[src/rtl/core/fclb_pkg.sv]
// Fault code LED blinker package: phase codes, register indexes, shared types,
// the fault table and the helper functions for mask mapping and code search.
// No dependencies.
`default_nettype none

package fclb_pkg;

    localparam int TABLE_ENTRIES  = 8;
    localparam int TIME_BITS      = 12;
    localparam int CODE_BITS      = 3;
    localparam int NUM_CODES      = 7;
    localparam int MASK_BITS      = 16;
    localparam int POS_BITS       = 4;
    localparam int CFG_DATA_BITS  = 32;
    localparam int CFG_INDEX_BITS = 3;
    localparam int PHASE_BITS     = 4;

    // Request commands
    localparam logic CMD_LOAD = 1'b0;
    localparam logic CMD_TICK = 1'b1;

    // Configuration register indexes
    localparam logic [CFG_INDEX_BITS-1:0] CFG_CODE_BIT_POSITIONS = 3'd0;
    localparam logic [CFG_INDEX_BITS-1:0] CFG_ON_TIME            = 3'd1;
    localparam logic [CFG_INDEX_BITS-1:0] CFG_PAUSE_TIME         = 3'd2;
    localparam logic [CFG_INDEX_BITS-1:0] CFG_RED_OFF_TIME       = 3'd3;
    localparam logic [CFG_INDEX_BITS-1:0] CFG_BLUE_OFF_TIME      = 3'd4;
    localparam logic [CFG_INDEX_BITS-1:0] CFG_ROUND_GAP_TIME     = 3'd5;

    // Reset values of the timing registers, in milliseconds
    localparam logic [TIME_BITS-1:0] ON_TIME_RST        = TIME_BITS'(200);
    localparam logic [TIME_BITS-1:0] PAUSE_TIME_RST     = TIME_BITS'(200);
    localparam logic [TIME_BITS-1:0] RED_OFF_TIME_RST   = TIME_BITS'(350);
    localparam logic [TIME_BITS-1:0] BLUE_OFF_TIME_RST  = TIME_BITS'(500);
    localparam logic [TIME_BITS-1:0] ROUND_GAP_TIME_RST = TIME_BITS'(750);

    // Pattern phases
    localparam logic [PHASE_BITS-1:0] PH_IDLE   = 4'd0;
    localparam logic [PHASE_BITS-1:0] PH_G_ON   = 4'd1;
    localparam logic [PHASE_BITS-1:0] PH_G_OFF  = 4'd2;
    localparam logic [PHASE_BITS-1:0] PH_PAUSE1 = 4'd3;
    localparam logic [PHASE_BITS-1:0] PH_R_ON   = 4'd4;
    localparam logic [PHASE_BITS-1:0] PH_R_OFF  = 4'd5;
    localparam logic [PHASE_BITS-1:0] PH_PAUSE2 = 4'd6;
    localparam logic [PHASE_BITS-1:0] PH_B_ON   = 4'd7;
    localparam logic [PHASE_BITS-1:0] PH_B_OFF  = 4'd8;
    localparam logic [PHASE_BITS-1:0] PH_PAUSE3 = 4'd9;
    localparam logic [PHASE_BITS-1:0] PH_GAP    = 4'd10;

    // Fixed fault code carried by each table entry
    localparam logic [CODE_BITS-1:0] ENTRY_CODE [TABLE_ENTRIES] =
        '{3'd1, 3'd2, 3'd2, 3'd3, 3'd4, 3'd5, 3'd6, 3'd7};

    typedef struct packed {
        logic [CFG_DATA_BITS-1:0] code_bit_positions;
        logic [TIME_BITS-1:0]     on_time;
        logic [TIME_BITS-1:0]     pause_time;
        logic [TIME_BITS-1:0]     red_off_time;
        logic [TIME_BITS-1:0]     blue_off_time;
        logic [TIME_BITS-1:0]     round_gap_time;
    } cfg_t;

    typedef struct packed {
        logic red_on;
        logic green_on;
        logic blue_on;
        logic pattern_active;
    } res_t;

    // A zero duration acts as one millisecond
    function automatic logic [TIME_BITS-1:0] dur(input logic [TIME_BITS-1:0] v);
        return (v == '0) ? TIME_BITS'(1) : v;
    endfunction

    // Map a fault mask through the table to a set of codes (bit k-1 for code k)
    function automatic logic [NUM_CODES-1:0] map_mask(
        input logic [CFG_DATA_BITS-1:0] positions,
        input logic [MASK_BITS-1:0]     mask
    );
        logic [NUM_CODES-1:0] set;
        logic [POS_BITS-1:0]  pos;
        set = '0;
        for (int k = 0; k < TABLE_ENTRIES; k++)
        begin
            pos = positions[POS_BITS*k +: POS_BITS];
            if (mask[pos])
            begin
                set[CODE_BITS'(ENTRY_CODE[k] - 3'd1)] = 1'b1;
            end
        end
        return set;
    endfunction

    // Smallest present code above c, zero if none
    function automatic logic [CODE_BITS-1:0] next_code(
        input logic [NUM_CODES-1:0] set,
        input logic [CODE_BITS-1:0] c
    );
        logic [CODE_BITS-1:0] nc;
        nc = '0;
        for (int k = NUM_CODES; k >= 1; k--)
        begin
            if ((CODE_BITS'(k) > c) && set[k-1])
            begin
                nc = CODE_BITS'(k);
            end
        end
        return nc;
    endfunction

endpackage

`default_nettype wire

[src/rtl/core/fclb_if.sv]
// Request and result channel interfaces of the fault code LED blinker.
// Depends on fclb_pkg for the field widths.
`default_nettype none

interface fclb_req_if;
    logic                            valid;
    logic                            ready;
    logic                            command;
    logic [fclb_pkg::MASK_BITS-1:0]  fault_mask;

    modport source (output valid, output command, output fault_mask, input ready);
    modport sink   (input valid, input command, input fault_mask, output ready);
endinterface

interface fclb_res_if;
    logic valid;
    logic ready;
    logic red_on;
    logic green_on;
    logic blue_on;
    logic pattern_active;

    modport source (output valid, output red_on, output green_on, output blue_on,
                    output pattern_active, input ready);
    modport sink   (input valid, input red_on, input green_on, input blue_on,
                    input pattern_active, output ready);
endinterface

`default_nettype wire

[src/rtl/core/fault_code_led_blinker.sv]
// Fault code LED blinker top level: configuration registers, pattern
// sequencer and a two-entry result buffer. Depends on fclb_pkg, fclb_if and
// fclb_sequencer.
//
//   channel   direction  handshake      payload
//   request   in         valid/ready    command, fault_mask
//   result    out        valid/ready    red_on, green_on, blue_on, pattern_active
//   config    in         cfg_we         cfg_index, cfg_data
//
// One request per cycle while request ready is high; each result is registered.
// The sequencer state and the result register update in the same cycle.
// A stalled result parks in a skid entry; request ready drops only when
// both entries hold results. rst_n clears the state, the buffer and the
// configuration to its defaults at once.
`default_nettype none

module fault_code_led_blinker (
    input  wire logic                                clk,
    input  wire logic                                rst_n,
    fclb_req_if.sink                                 request,
    fclb_res_if.source                               result,
    input  wire logic                                cfg_we,
    input  wire logic [fclb_pkg::CFG_INDEX_BITS-1:0] cfg_index,
    input  wire logic [fclb_pkg::CFG_DATA_BITS-1:0]  cfg_data
);

    fclb_pkg::cfg_t cfg_reg;
    fclb_pkg::res_t res;
    fclb_pkg::res_t out_reg;
    fclb_pkg::res_t skid_reg;
    logic           out_valid_reg;
    logic           skid_valid_reg;
    logic           accept;
    logic           pop;

    assign request.ready = !skid_valid_reg;
    assign accept        = request.valid && request.ready;
    assign pop           = out_valid_reg && result.ready;

    always_ff @(posedge clk or negedge rst_n)
    begin
        if (!rst_n)
        begin
            cfg_reg.code_bit_positions <= '0;
            cfg_reg.on_time            <= fclb_pkg::ON_TIME_RST;
            cfg_reg.pause_time         <= fclb_pkg::PAUSE_TIME_RST;
            cfg_reg.red_off_time       <= fclb_pkg::RED_OFF_TIME_RST;
            cfg_reg.blue_off_time      <= fclb_pkg::BLUE_OFF_TIME_RST;
            cfg_reg.round_gap_time     <= fclb_pkg::ROUND_GAP_TIME_RST;
        end
        else if (cfg_we)
        begin
            case (cfg_index)
                fclb_pkg::CFG_CODE_BIT_POSITIONS:
                    cfg_reg.code_bit_positions <= cfg_data;
                fclb_pkg::CFG_ON_TIME:
                    cfg_reg.on_time <= cfg_data[fclb_pkg::TIME_BITS-1:0];
                fclb_pkg::CFG_PAUSE_TIME:
                    cfg_reg.pause_time <= cfg_data[fclb_pkg::TIME_BITS-1:0];
                fclb_pkg::CFG_RED_OFF_TIME:
                    cfg_reg.red_off_time <= cfg_data[fclb_pkg::TIME_BITS-1:0];
                fclb_pkg::CFG_BLUE_OFF_TIME:
                    cfg_reg.blue_off_time <= cfg_data[fclb_pkg::TIME_BITS-1:0];
                fclb_pkg::CFG_ROUND_GAP_TIME:
                    cfg_reg.round_gap_time <= cfg_data[fclb_pkg::TIME_BITS-1:0];
                default:
                begin
                    // drop writes beyond the register list
                end
            endcase
        end
    end

    fclb_sequencer u_sequencer (
        .clk        (clk),
        .rst_n      (rst_n),
        .step       (accept),
        .command    (request.command),
        .fault_mask (request.fault_mask),
        .cfg        (cfg_reg),
        .res        (res)
    );

    // Result buffer control
    always_ff @(posedge clk or negedge rst_n)
    begin
        if (!rst_n)
        begin
            out_valid_reg  <= 1'b0;
            skid_valid_reg <= 1'b0;
        end
        else if (skid_valid_reg)
        begin
            if (pop)
            begin
                skid_valid_reg <= 1'b0;
            end
        end
        else if (accept)
        begin
            if (out_valid_reg && !pop)
            begin
                skid_valid_reg <= 1'b1;
            end
            else
            begin
                out_valid_reg <= 1'b1;
            end
        end
        else if (pop)
        begin
            out_valid_reg <= 1'b0;
        end
    end

    // Result buffer payload
    always_ff @(posedge clk)
    begin
        if (skid_valid_reg)
        begin
            if (pop)
            begin
                out_reg <= skid_reg;
            end
        end
        else if (accept)
        begin
            if (out_valid_reg && !pop)
            begin
                skid_reg <= res;
            end
            else
            begin
                out_reg <= res;
            end
        end
    end

    assign result.valid          = out_valid_reg;
    assign result.red_on         = out_reg.red_on;
    assign result.green_on       = out_reg.green_on;
    assign result.blue_on        = out_reg.blue_on;
    assign result.pattern_active = out_reg.pattern_active;

`ifndef SYNTHESIS
    a_skid_behind_out: assert property (@(posedge clk) disable iff (!rst_n)
        skid_valid_reg |-> out_valid_reg)
        else $error("skid entry holds a result while the output entry is empty");

    a_accept_gives_result: assert property (@(posedge clk) disable iff (!rst_n)
        accept |=> result.valid)
        else $error("accepted request produced no result");

    a_one_led_in_pattern: assert property (@(posedge clk) disable iff (!rst_n)
        result.valid |->
            ($countones({result.red_on, result.green_on, result.blue_on}) <= 1) &&
            (!(result.red_on || result.green_on || result.blue_on) ||
             result.pattern_active))
        else $error("LED lit outside a pattern or more than one LED lit");
`endif

endmodule

`default_nettype wire

[src/rtl/core/fclb_sequencer.sv]
// Pattern sequencer: holds the code set and phase state, takes one request
// per cycle and gives the LED view after it. Depends on fclb_pkg.
`default_nettype none

module fclb_sequencer (
    input  wire logic                           clk,
    input  wire logic                           rst_n,
    input  wire logic                           step,
    input  wire logic                           command,
    input  wire logic [fclb_pkg::MASK_BITS-1:0] fault_mask,
    input  wire fclb_pkg::cfg_t                 cfg,
    output fclb_pkg::res_t                      res
);

    logic [fclb_pkg::NUM_CODES-1:0]  set_reg,    set_next;
    logic [fclb_pkg::CODE_BITS-1:0]  count_reg,  count_next;
    logic [fclb_pkg::PHASE_BITS-1:0] phase_reg,  phase_next;
    logic [fclb_pkg::CODE_BITS-1:0]  pos_reg,    pos_next;
    logic [fclb_pkg::CODE_BITS-1:0]  code_reg,   code_next;
    logic [fclb_pkg::CODE_BITS-1:0]  blinks_reg, blinks_next;
    logic [fclb_pkg::TIME_BITS-1:0]  timer_reg,  timer_next;

    logic [fclb_pkg::NUM_CODES-1:0]  load_set;
    logic [fclb_pkg::CODE_BITS-1:0]  load_count;
    logic [fclb_pkg::CODE_BITS-1:0]  blinks_dec;
    logic [fclb_pkg::CODE_BITS-1:0]  pos_inc;
    logic [fclb_pkg::CODE_BITS-1:0]  first_code;
    logic [fclb_pkg::CODE_BITS-1:0]  following_code;
    logic [fclb_pkg::TIME_BITS-1:0]  on_dur;
    logic [fclb_pkg::TIME_BITS-1:0]  pause_dur;

    assign load_set       = fclb_pkg::map_mask(cfg.code_bit_positions, fault_mask);
    assign load_count     = fclb_pkg::CODE_BITS'($countones(load_set));
    assign blinks_dec     = blinks_reg - 3'd1;
    assign pos_inc        = pos_reg + 3'd1;
    assign first_code     = fclb_pkg::next_code(set_reg, '0);
    assign following_code = fclb_pkg::next_code(set_reg, code_reg);
    assign on_dur         = fclb_pkg::dur(cfg.on_time);
    assign pause_dur      = fclb_pkg::dur(cfg.pause_time);

    always_comb
    begin
        set_next    = set_reg;
        count_next  = count_reg;
        phase_next  = phase_reg;
        pos_next    = pos_reg;
        code_next   = code_reg;
        blinks_next = blinks_reg;
        timer_next  = timer_reg;
        if (step)
        begin
            if (command == fclb_pkg::CMD_LOAD)
            begin
                // load: restart from the first green blink, or drop to idle
                set_next   = load_set;
                count_next = load_count;
                pos_next   = '0;
                code_next  = '0;
                if (load_count == '0)
                begin
                    phase_next  = fclb_pkg::PH_IDLE;
                    timer_next  = '0;
                    blinks_next = '0;
                end
                else
                begin
                    blinks_next = load_count;
                    phase_next  = fclb_pkg::PH_G_ON;
                    timer_next  = on_dur;
                end
            end
            else if (phase_reg != fclb_pkg::PH_IDLE)
            begin
                if (timer_reg > fclb_pkg::TIME_BITS'(1))
                begin
                    timer_next = timer_reg - fclb_pkg::TIME_BITS'(1);
                end
                else
                begin
                    case (phase_reg)
                        fclb_pkg::PH_G_ON:
                        begin
                            phase_next = fclb_pkg::PH_G_OFF;
                            timer_next = pause_dur;
                        end
                        fclb_pkg::PH_G_OFF:
                        begin
                            blinks_next = blinks_dec;
                            if (blinks_dec != '0)
                            begin
                                phase_next = fclb_pkg::PH_G_ON;
                                timer_next = on_dur;
                            end
                            else
                            begin
                                phase_next = fclb_pkg::PH_PAUSE1;
                                timer_next = pause_dur;
                            end
                        end
                        fclb_pkg::PH_PAUSE1:
                        begin
                            pos_next    = '0;
                            code_next   = first_code;
                            blinks_next = 3'd1;
                            phase_next  = fclb_pkg::PH_R_ON;
                            timer_next  = on_dur;
                        end
                        fclb_pkg::PH_R_ON:
                        begin
                            phase_next = fclb_pkg::PH_R_OFF;
                            timer_next = fclb_pkg::dur(cfg.red_off_time);
                        end
                        fclb_pkg::PH_R_OFF:
                        begin
                            blinks_next = blinks_dec;
                            if (blinks_dec != '0)
                            begin
                                phase_next = fclb_pkg::PH_R_ON;
                                timer_next = on_dur;
                            end
                            else
                            begin
                                phase_next = fclb_pkg::PH_PAUSE2;
                                timer_next = pause_dur;
                            end
                        end
                        fclb_pkg::PH_PAUSE2:
                        begin
                            blinks_next = code_reg;
                            phase_next  = fclb_pkg::PH_B_ON;
                            timer_next  = on_dur;
                        end
                        fclb_pkg::PH_B_ON:
                        begin
                            phase_next = fclb_pkg::PH_B_OFF;
                            timer_next = fclb_pkg::dur(cfg.blue_off_time);
                        end
                        fclb_pkg::PH_B_OFF:
                        begin
                            blinks_next = blinks_dec;
                            if (blinks_dec != '0)
                            begin
                                phase_next = fclb_pkg::PH_B_ON;
                                timer_next = on_dur;
                            end
                            else
                            begin
                                phase_next = fclb_pkg::PH_PAUSE3;
                                timer_next = pause_dur;
                            end
                        end
                        fclb_pkg::PH_PAUSE3:
                        begin
                            // advance to the next code or close the round
                            if (following_code != '0)
                            begin
                                pos_next    = pos_inc;
                                code_next   = following_code;
                                blinks_next = pos_inc + 3'd1;
                                phase_next  = fclb_pkg::PH_R_ON;
                                timer_next  = on_dur;
                            end
                            else
                            begin
                                phase_next = fclb_pkg::PH_GAP;
                                timer_next = fclb_pkg::dur(cfg.round_gap_time);
                            end
                        end
                        fclb_pkg::PH_GAP:
                        begin
                            blinks_next = count_reg;
                            phase_next  = fclb_pkg::PH_G_ON;
                            timer_next  = on_dur;
                        end
                        default:
                        begin
                            phase_next = fclb_pkg::PH_IDLE;
                            timer_next = '0;
                        end
                    endcase
                end
            end
        end
    end

    always_ff @(posedge clk or negedge rst_n)
    begin
        if (!rst_n)
        begin
            set_reg    <= '0;
            count_reg  <= '0;
            phase_reg  <= fclb_pkg::PH_IDLE;
            pos_reg    <= '0;
            code_reg   <= '0;
            blinks_reg <= '0;
            timer_reg  <= '0;
        end
        else
        begin
            set_reg    <= set_next;
            count_reg  <= count_next;
            phase_reg  <= phase_next;
            pos_reg    <= pos_next;
            code_reg   <= code_next;
            blinks_reg <= blinks_next;
            timer_reg  <= timer_next;
        end
    end

    always_comb
    begin
        res.red_on         = (phase_next == fclb_pkg::PH_R_ON);
        res.green_on       = (phase_next == fclb_pkg::PH_G_ON);
        res.blue_on        = (phase_next == fclb_pkg::PH_B_ON);
        res.pattern_active = (phase_next != fclb_pkg::PH_IDLE);
    end

endmodule

`default_nettype wire
[src/flat_wrapper.sv]
// flat-port wrapper written by rule: the top's interface ports become plain ports
module fault_code_led_blinker_flat 
  (clk, rst_n, cfg_we, cfg_index, cfg_data, request_valid, request_command, request_fault_mask, request_ready, result_valid, result_red_on, result_green_on, result_blue_on, result_pattern_active, result_ready);
  fclb_req_if request_i ();
  fclb_res_if result_i ();
  input  wire logic clk;
  input  wire logic rst_n;
  input  wire logic cfg_we;
  input  wire logic [fclb_pkg::CFG_INDEX_BITS-1:0] cfg_index;
  input  wire logic [fclb_pkg::CFG_DATA_BITS-1:0] cfg_data;
  input wire logic [$bits(request_i.valid)-1:0] request_valid;
  input wire logic [$bits(request_i.command)-1:0] request_command;
  input wire logic [$bits(request_i.fault_mask)-1:0] request_fault_mask;
  output wire logic [$bits(request_i.ready)-1:0] request_ready;
  output wire logic [$bits(result_i.valid)-1:0] result_valid;
  output wire logic [$bits(result_i.red_on)-1:0] result_red_on;
  output wire logic [$bits(result_i.green_on)-1:0] result_green_on;
  output wire logic [$bits(result_i.blue_on)-1:0] result_blue_on;
  output wire logic [$bits(result_i.pattern_active)-1:0] result_pattern_active;
  input wire logic [$bits(result_i.ready)-1:0] result_ready;
  assign request_i.valid = request_valid;
  assign request_i.command = request_command;
  assign request_i.fault_mask = request_fault_mask;
  assign request_ready = request_i.ready;
  assign result_valid = result_i.valid;
  assign result_red_on = result_i.red_on;
  assign result_green_on = result_i.green_on;
  assign result_blue_on = result_i.blue_on;
  assign result_pattern_active = result_i.pattern_active;
  assign result_i.ready = result_ready;
  fault_code_led_blinker u_core (.clk(clk), .rst_n(rst_n), .request(request_i), .result(result_i), .cfg_we(cfg_we), .cfg_index(cfg_index), .cfg_data(cfg_data));
endmodule
[config.mk]
export PLATFORM = sky130hd
export DESIGN_NAME = fault_code_led_blinker_flat
export DESIGN_NICKNAME = d
export VERILOG_FILES = /design/src/rtl/core/fclb_pkg.sv /design/src/rtl/core/fclb_if.sv /design/src/rtl/core/fault_code_led_blinker.sv /design/src/rtl/core/fclb_sequencer.sv /design/src/flat_wrapper.sv
export SDC_FILE = /design/constraint.sdc
export NUM_CORES = 1
export LEC_CHECK = 0
export ABC_AREA = 1
export BUFFER_PORTS_ARGS = -buffer_cell sky130_fd_sc_hd__buf_2
export CAP_MARGIN = 15
export CORE_MARGIN = 3
export CORE_UTILIZATION = 46
export CTS_CLUSTER_DIAMETER = 60
export DETAILED_ROUTE_END_ITERATION = 7
export SETUP_SLACK_MARGIN = 0.05
export SKIP_CTS_REPAIR_TIMING = 1
export SLEW_MARGIN = 20
export SYNTH_ARGS = -nofsm -noshare
export SYNTH_HDL_FRONTEND = slang
export SYNTH_SLANG_ARGS = --single-unit
[constraint.sdc]
create_clock -name clk -period 6 [get_ports clk]
set_clock_uncertainty 0.1 [all_clocks]
set_input_delay 0.9 -clock clk [delete_from_list [all_inputs] [get_ports clk]]
set_output_delay 0.9 -clock clk [all_outputs]
set_load 0.005 [all_outputs]
Word-level counts from Yosys, hierarchy flattened

Cells that the tools add are included.

Reduce and logical (&&, ||, !) cells: 40
Eq/ne operators: 26
$lt $le $gt $ge: 16
Add/sub/neg operators: 10
Bitwise logic cells: 2
Mux-type cells: 87

Operators with widths:

| operator                | number |
|---|---|
| $mux W12                | 11 |
| $mux W3                 | 27 |
| $pmux W12 S6            | 1 |
| $logic_not A12 Y1       | 5 |
| $lt A4 B5 Y1 const B    | 8 |
| $mux W4                 | 10 |
| $pmux W4 S10            | 1 |
| $bmux W1 S4             | 8 |
| $eq A4 B3 Y1 const B    | 6 |
| $mux W1                 | 24 |
| $reduce_and A2 Y1       | 8 |
| $pmux W3 S5             | 1 |
| $eq A4 B4 Y1 const B    | 3 |
| $gt A12 B1 Y1 const B   | 1 |
| $gt A3 B3 Y1 const A    | 4 |
| $pmux W3 S2             | 2 |
| $sub A12 B1 Y12 const B | 1 |
| $logic_and A1 B1 Y1     | 10 |
| $reduce_and A5 Y1       | 2 |
| $reduce_and A3 Y1       | 3 |
| $eq A4 B1 Y1 const B    | 2 |
| $eq A4 B2 Y1 const B    | 2 |
| $reduce_bool A4 Y1      | 2 |
| $add A1 B1 Y2           | 3 |
| other kinds (22)        | 36 |

Bits of input ports: 57
Bits in registers: 137

Logic depth before layout (Yosys ltp)

Word-level depth: 20
Depth in mapped cells: 23

Cells and area by module

A second synthesis with hierarchy kept.

Cell total of the unflattened synthesis: 1,245
Area, all modules: 8,720.9 µm²

By module, submodules not included:

| module                 | sequential area each (µm²) | area each (µm²) | cells an instance | instances |
|---|---|---|---|---|
| fclb_sequencer         | 875.8                      | 4,657.0         | 797               | 1 |
| fault_code_led_blinker | 2,623.8                    | 4,063.9         | 448               | 1 |

Worst setup path before layout

Ideal clock, no wire load.

Kind: input -> register
Start point: in request_fault_mask[3]
End point: reg u_core.out_reg (netlist bit u_core.result.red_on) (data pin)
Buffers on the path: 0
Cell stages on the path: 21
Path slack: 1,308 ps
Data arrival time: 4,339 ps
Cell sequence: inv_1 > o21ai_0 > a21oi_1 > o21ai_0 > nand3_1 > o21ai_0 > nor2_1 > fa_1 > inv_1 > fa_1 > fa_1 > inv_1 > fa_1 > a31oi_1 > inv_1 > a21oi_1 > o21ai_0 > inv_1 > nor2_1 > nand3_1 > nand2_1

Cells in the longest elaborated chain, start to end: 15
Elaborated cells on any way between the ends: 38
Those cells by class: 6 x add/sub; 1 x eq/ne; 30 x mux; 1 x reduce/logical

RTL lines:

| item                                        | RTL line                      | source |
|---|---|---|
| from (decl)                                 | flat_wrapper.sv:13            | `input wire logic [$bits(request_i.fault_mask)-1:0] request_fault_mask;` |
| $bmux W1 S4                                 | fclb_pkg.sv:86                | `if (mask[pos])` |
| $mux W1 (not written as such)               | fclb_pkg.sv:86                |  |
| $mux W1 (2 in series)                       | fclb_pkg.sv:86                |  |
| $add A1 B1 Y2 (not written as such)         | fclb_sequencer.sv:33          | `assign load_count = fclb_pkg::CODE_BITS'($countones(load_set));` |
| $add A2 B2 Y3 (not written as such)         | fclb_sequencer.sv:33          |  |
| $add A3 B3 Y3 (not written as such) *       | fclb_sequencer.sv:33          |  |
| $logic_not A3 Y1 *                          | fclb_sequencer.sv:59          | `if (load_count == '0)` |
| $mux W1 *                                   | fclb_sequencer.sv:59          |  |
| $mux W4 *                                   | fclb_sequencer.sv:52          | `if (command == fclb_pkg::CMD_LOAD)` |
| $mux W4 *                                   | fclb_sequencer.sv:50          | `if (step)` |
| via u_core.u_sequencer.phase_next (one bit) | fclb_sequencer.sv:17          | `logic [fclb_pkg::PHASE_BITS-1:0] phase_reg, phase_next;` |
| $eq A4 B3 Y1 *                              | fclb_sequencer.sv:212         | `res.red_on = (phase_next == fclb_pkg::PH_R_ON);` |
| $mux W4 *                                   | fault_code_led_blinker.sv:128 | `if (out_valid_reg && !pop)` |
| $mux W4 *                                   | fault_code_led_blinker.sv:126 | `else if (accept)` |
| $mux W4 *                                   | fault_code_led_blinker.sv:119 | `if (skid_valid_reg)` |
| to (signal assigned)                        | fault_code_led_blinker.sv:123 | `out_reg <= skid_reg;` |
| to (signal assigned)                        | fault_code_led_blinker.sv:134 | `out_reg <= res;` |
| to (decl)                                   | fault_code_led_blinker.sv:29  | `fclb_pkg::res_t out_reg;` |

Mark *: on every way through the listed nets, which the timed path passes. The rest lies on a longest branch. The select of a mux whose other input is x is not followed.
A chain may end at the register's enable or synchronous reset.

Worst setup path in the final report

Start point: in request_fault_mask[5]
End point: reg u_core.out_reg (netlist bit u_core.result.red_on) (data pin)

Same word-level chain as after synthesis.

==> run summary <==
The total number of vias came out at 7,880. The tools report the timing-limited maximum frequency as 207 MHz. For hold timing, the worst endpoint is u_core.cfg_reg[67]. The fraction of the cycle the final worst path needs was 80.4%; the number of DRC markers after the initial detailed-route iteration was 591.

The share of synthesized area in the top cell type comes to 30.7%. Ranked by instance count, the synthesized netlist is headed by sky130_fd_sc_hd__nand2_1, sky130_fd_sc_hd__o21ai_0, sky130_fd_sc_hd__inv_1. Setup violations remaining at the end of the flow were counted as 0.

The logs give 7,221 for the via count of the first global-routing pass and 4.66 nW for the leakage power. After Yosys synthesis, XOR and XNOR cells account for 1.03% of the synthesized area. The ratio of cells with drive above 1 in the final layout is 13.4%, and the synthesis-stage register bit count is 137. Flip-flop count of the largest register after layout: 92.

By area the synthesized netlist is led by sky130_fd_sc_hd__dfrtp_1, sky130_fd_sc_hd__nand2_1, sky130_fd_sc_hd__o21ai_0. For the pin with the worst max-slew slack, the measured transition is 0.945 ns. The number of standard-cell rows in the floorplan is 49, and the adder-cell share of the synthesized area is 1.68%.

By area, the combinational part of the netlist is dominated by simple AND/OR/NAND/NOR gates. Die span in y: 142 um. Multiplexer cells account for 1.46% of the synthesized area. Pin placement for this block handled 63 I/O pins.

The first-pass GRT wire length is 37,200 um, and the fill cell instance count of the final layout is 1,844. For this run, the leading register cell type out of synthesis is sky130_fd_sc_hd__dfrtp_1. At the end of routability-driven placement, the weighted congestion stood at 0.877. The first detailed-routing pass took 5 iterations. Dividing total power by cell area gives a power density of 404 nW/um^2. In the routed layout, each cell is associated on average with a via count of 5.32. Among all cell types in the netlist, the one instantiated most often is sky130_fd_sc_hd__nand2_1.

For flop-to-flop paths, the worst setup slack is 1.25 ns. STA classifies the critical path startpoint as an input port. Layout overhead on the synthesized area: 12.2%. The share of the Yosys chip area taken by registers is 41.3%.

Along the worst path, the maximum fanout reaches 5. The logs give 52.7% for the utilization after layout and 0 for the initial antenna violation count. The total overflow left after global routing is 0. Along the worst hold path, the cell count comes to 2. The worst reg2reg path endpoint was u_core.result.red_on. The tools report the launch point of the worst reg-to-reg path as u_core.cfg_reg[68]. The run gives 91 as the pin count of the biggest net entering global routing. The number of buffers created by CTS is 17. At the worst endpoint, the required time is 6.08 ns. The overall routing resource usage came out at 23.0%.

Each instance of the synthesized netlist takes up on average 7.06 sq um. Total length of routed wires: 22,900 um. The net count of the finished layout is 1,306. On the final layout, the worst hold slack is 0.388 ns.

The largest total area in the synthesized netlist belongs to sky130_fd_sc_hd__dfrtp_1. The normalized max-slew margin came out at 37.0%. The tools report the remaining number of nets flagged by the antenna check after routing as 0.

After detailed routing, the average wire length per cell comes to 15.4 um. The DRC violation count after routing is 0, and the clock latency on the worst-skew pair is 0.42 ns. The start point of the worst hold path was u_core.cfg_reg[67].

The count of maximum capacitance violations was 0; the distinct cell type count of the synthesized netlist was 46. The length in cells of the worst reg-to-reg path was 21; the detailed-placement wirelength estimate was 16,700 um. TritonCTS built the clock tree. STA classifies the critical path endpoint as a flop.

The clock tree root driver cell is sky130_fd_sc_hd__clkbuf_16. The die outline width works out to 142 um. Worst-case clock buffer depth: 2. The complex-gate fraction of the synthesized area works out to 20.5%. With fillers left out, the area of the finished cells amounts to 9510 sq um. Synthesis produced 1,200 cells.

Total power for the finished layout comes to 3.85 mW. The tools report the die area as 20,100 sq um. The clock transition time at the flip-flop clock pins of the worst setup and hold paths works out to 0.06 ns.

For the number of pins with negative max-slew slack in the final report, the log shows 0. The flow ran to the end, and the final reports show no timing, DRC or antenna violations. The number of nets handed over by synthesis was 1,266. Setup repair after global routing left no endpoint under its margin.

At the worst endpoint, the arrival time is 4.90 ns. 0 antenna diodes ended up in the layout. The worst setup path is of the in -> reg kind. The tools report the post-synthesis instance area as 8480 sq um. The number of endpoints with negative hold slack in the final report was 0.

CTS built an H-tree with a depth of 4. During synthesis, Yosys emitted a total of 0 warnings. In the final timing run, aggregate negative setup slack is 0 ns. Counting every sink on the clock net gives 137. The path type of the worst min-delay path was reg -> reg.

Subtracting the final worst setup slack from the clock period gives 4.83 ns. The area inside the core boundary was 18,000 sq um; the post-synthesis async set-or-reset flop share was 94.2%. The post-placement cell area was 8920 sq um. IR analysis of the VDD net gives a maximum drop of 0.000240 V. Share of synthesized cell area in and, or, nand and nor gates: 25.5%.

Port buffering added 62 buffers. In this run, synthesis inferred 8 flip-flops with an integrated enable. The starting utilization of the core area came out at 47.0%.
how the worst max path moves through the flow:
stage / startpoint / end / slack [ns]
3_3_place_gp: request_fault_mask[5] / u_core.result.red_on / 0.82
6_report: request_fault_mask[5] / u_core.result.red_on / 1.17
2_1_floorplan: request_fault_mask[3] / u_core.result.red_on / 1.31
4_1_cts: request_fault_mask[5] / u_core.result.red_on / 1.20
5_1_grt: request_fault_mask[5] / u_core.result.red_on / 0.87
3_5_place_dp: request_fault_mask[5] / u_core.result.red_on / 0.75
layout make-up:
class	count	area, sq um	area share, %
clock buffer	21	472	4.96
tap	229	287	3.01
timing repair buffer	66	347	3.65
clock inverter	11	114	1.20
sequential	137	3500	36.8
inverter	140	531	5.58
multi-input combinational	878	4260	44.8
worst max-delay path, cell delays in order:
cell and delay, ns:
sky130_fd_sc_hd__buf_2 0.12, sky130_fd_sc_hd__inv_1 0.11, sky130_fd_sc_hd__a21oi_1 0.13, sky130_fd_sc_hd__o21ai_0 0.09, sky130_fd_sc_hd__nand2_1 0.08, sky130_fd_sc_hd__nor2_1 0.04, sky130_fd_sc_hd__o31ai_1 0.35, sky130_fd_sc_hd__inv_1 0.14
sky130_fd_sc_hd__fa_1 0.51, sky130_fd_sc_hd__inv_1 0.05, sky130_fd_sc_hd__fa_1 0.48, sky130_fd_sc_hd__fa_1 0.39, sky130_fd_sc_hd__inv_1 0.07, sky130_fd_sc_hd__fa_1 0.44, sky130_fd_sc_hd__a31oi_1 0.35, sky130_fd_sc_hd__inv_1 0.08
sky130_fd_sc_hd__a21oi_1 0.14, sky130_fd_sc_hd__o21ai_0 0.12, sky130_fd_sc_hd__inv_1 0.13, sky130_fd_sc_hd__nor2_1 0.07, sky130_fd_sc_hd__nand3_1 0.08, sky130_fd_sc_hd__nand2_1 0.05
where the power goes:
part / internal (mW) / switching [mW] / leakage (nW)
clock: 0.613 / 0.422 / 0.281
sequential: 1.21 / 0.266 / 1.61
combinational: 0.505 / 0.832 / 2.77
cell usage in the layout, fill, tap and decap left out, drive strengths merged, types with 2 or more instances in the layout:
master      n
nand2     338
o21ai     176
inv       141
a21oi     119
nor2      107
dfrtp     104
buf        66
nand3      43
dfstp      25
clkbuf     21
mux2       11
nand4      10
o221ai      8
edfxtp      8
o211ai      7
xor2        7
nor3        7
clkinv      7
o22ai       5
a31oi       5
or2         5
ha          5
nor4        4
nand3b      4
fa          4
xnor2       3
a211oi      3
o31ai       2
o2111ai     2
clkinvlp    2
layer usage:
layer	vias up	GRT usage (%)	routed length (um)
met5	-	0	0
met4	0	5.20	271
met3	23	4.11	1060
met2	195	34.8	9980
met1	3639	34.6	11600
li1	4023	-	-
per-stage QoR:
step,cells,setup slack [ns]
2_1_floorplan,1200,1.31
3_3_place_gp,1450,0.824
3_5_place_dp,1450,0.750
4_1_cts,1482,1.20
5_1_grt,1482,0.873
6_report,1482,1.17
cells by family (layout without fill, tap and decap cells):
group,Yosys count,after routing
multiplexers,11,11
adder cells (fa/ha/maj),9,9
AND/OR/NAND/NOR,519,519
buffers and inverters,185,238
flip-flops,137,137
AO/OA/AOI/OAI,329,329
XOR/XNOR,10,10
No activity file was read; power rests on OpenSTA's default activity.
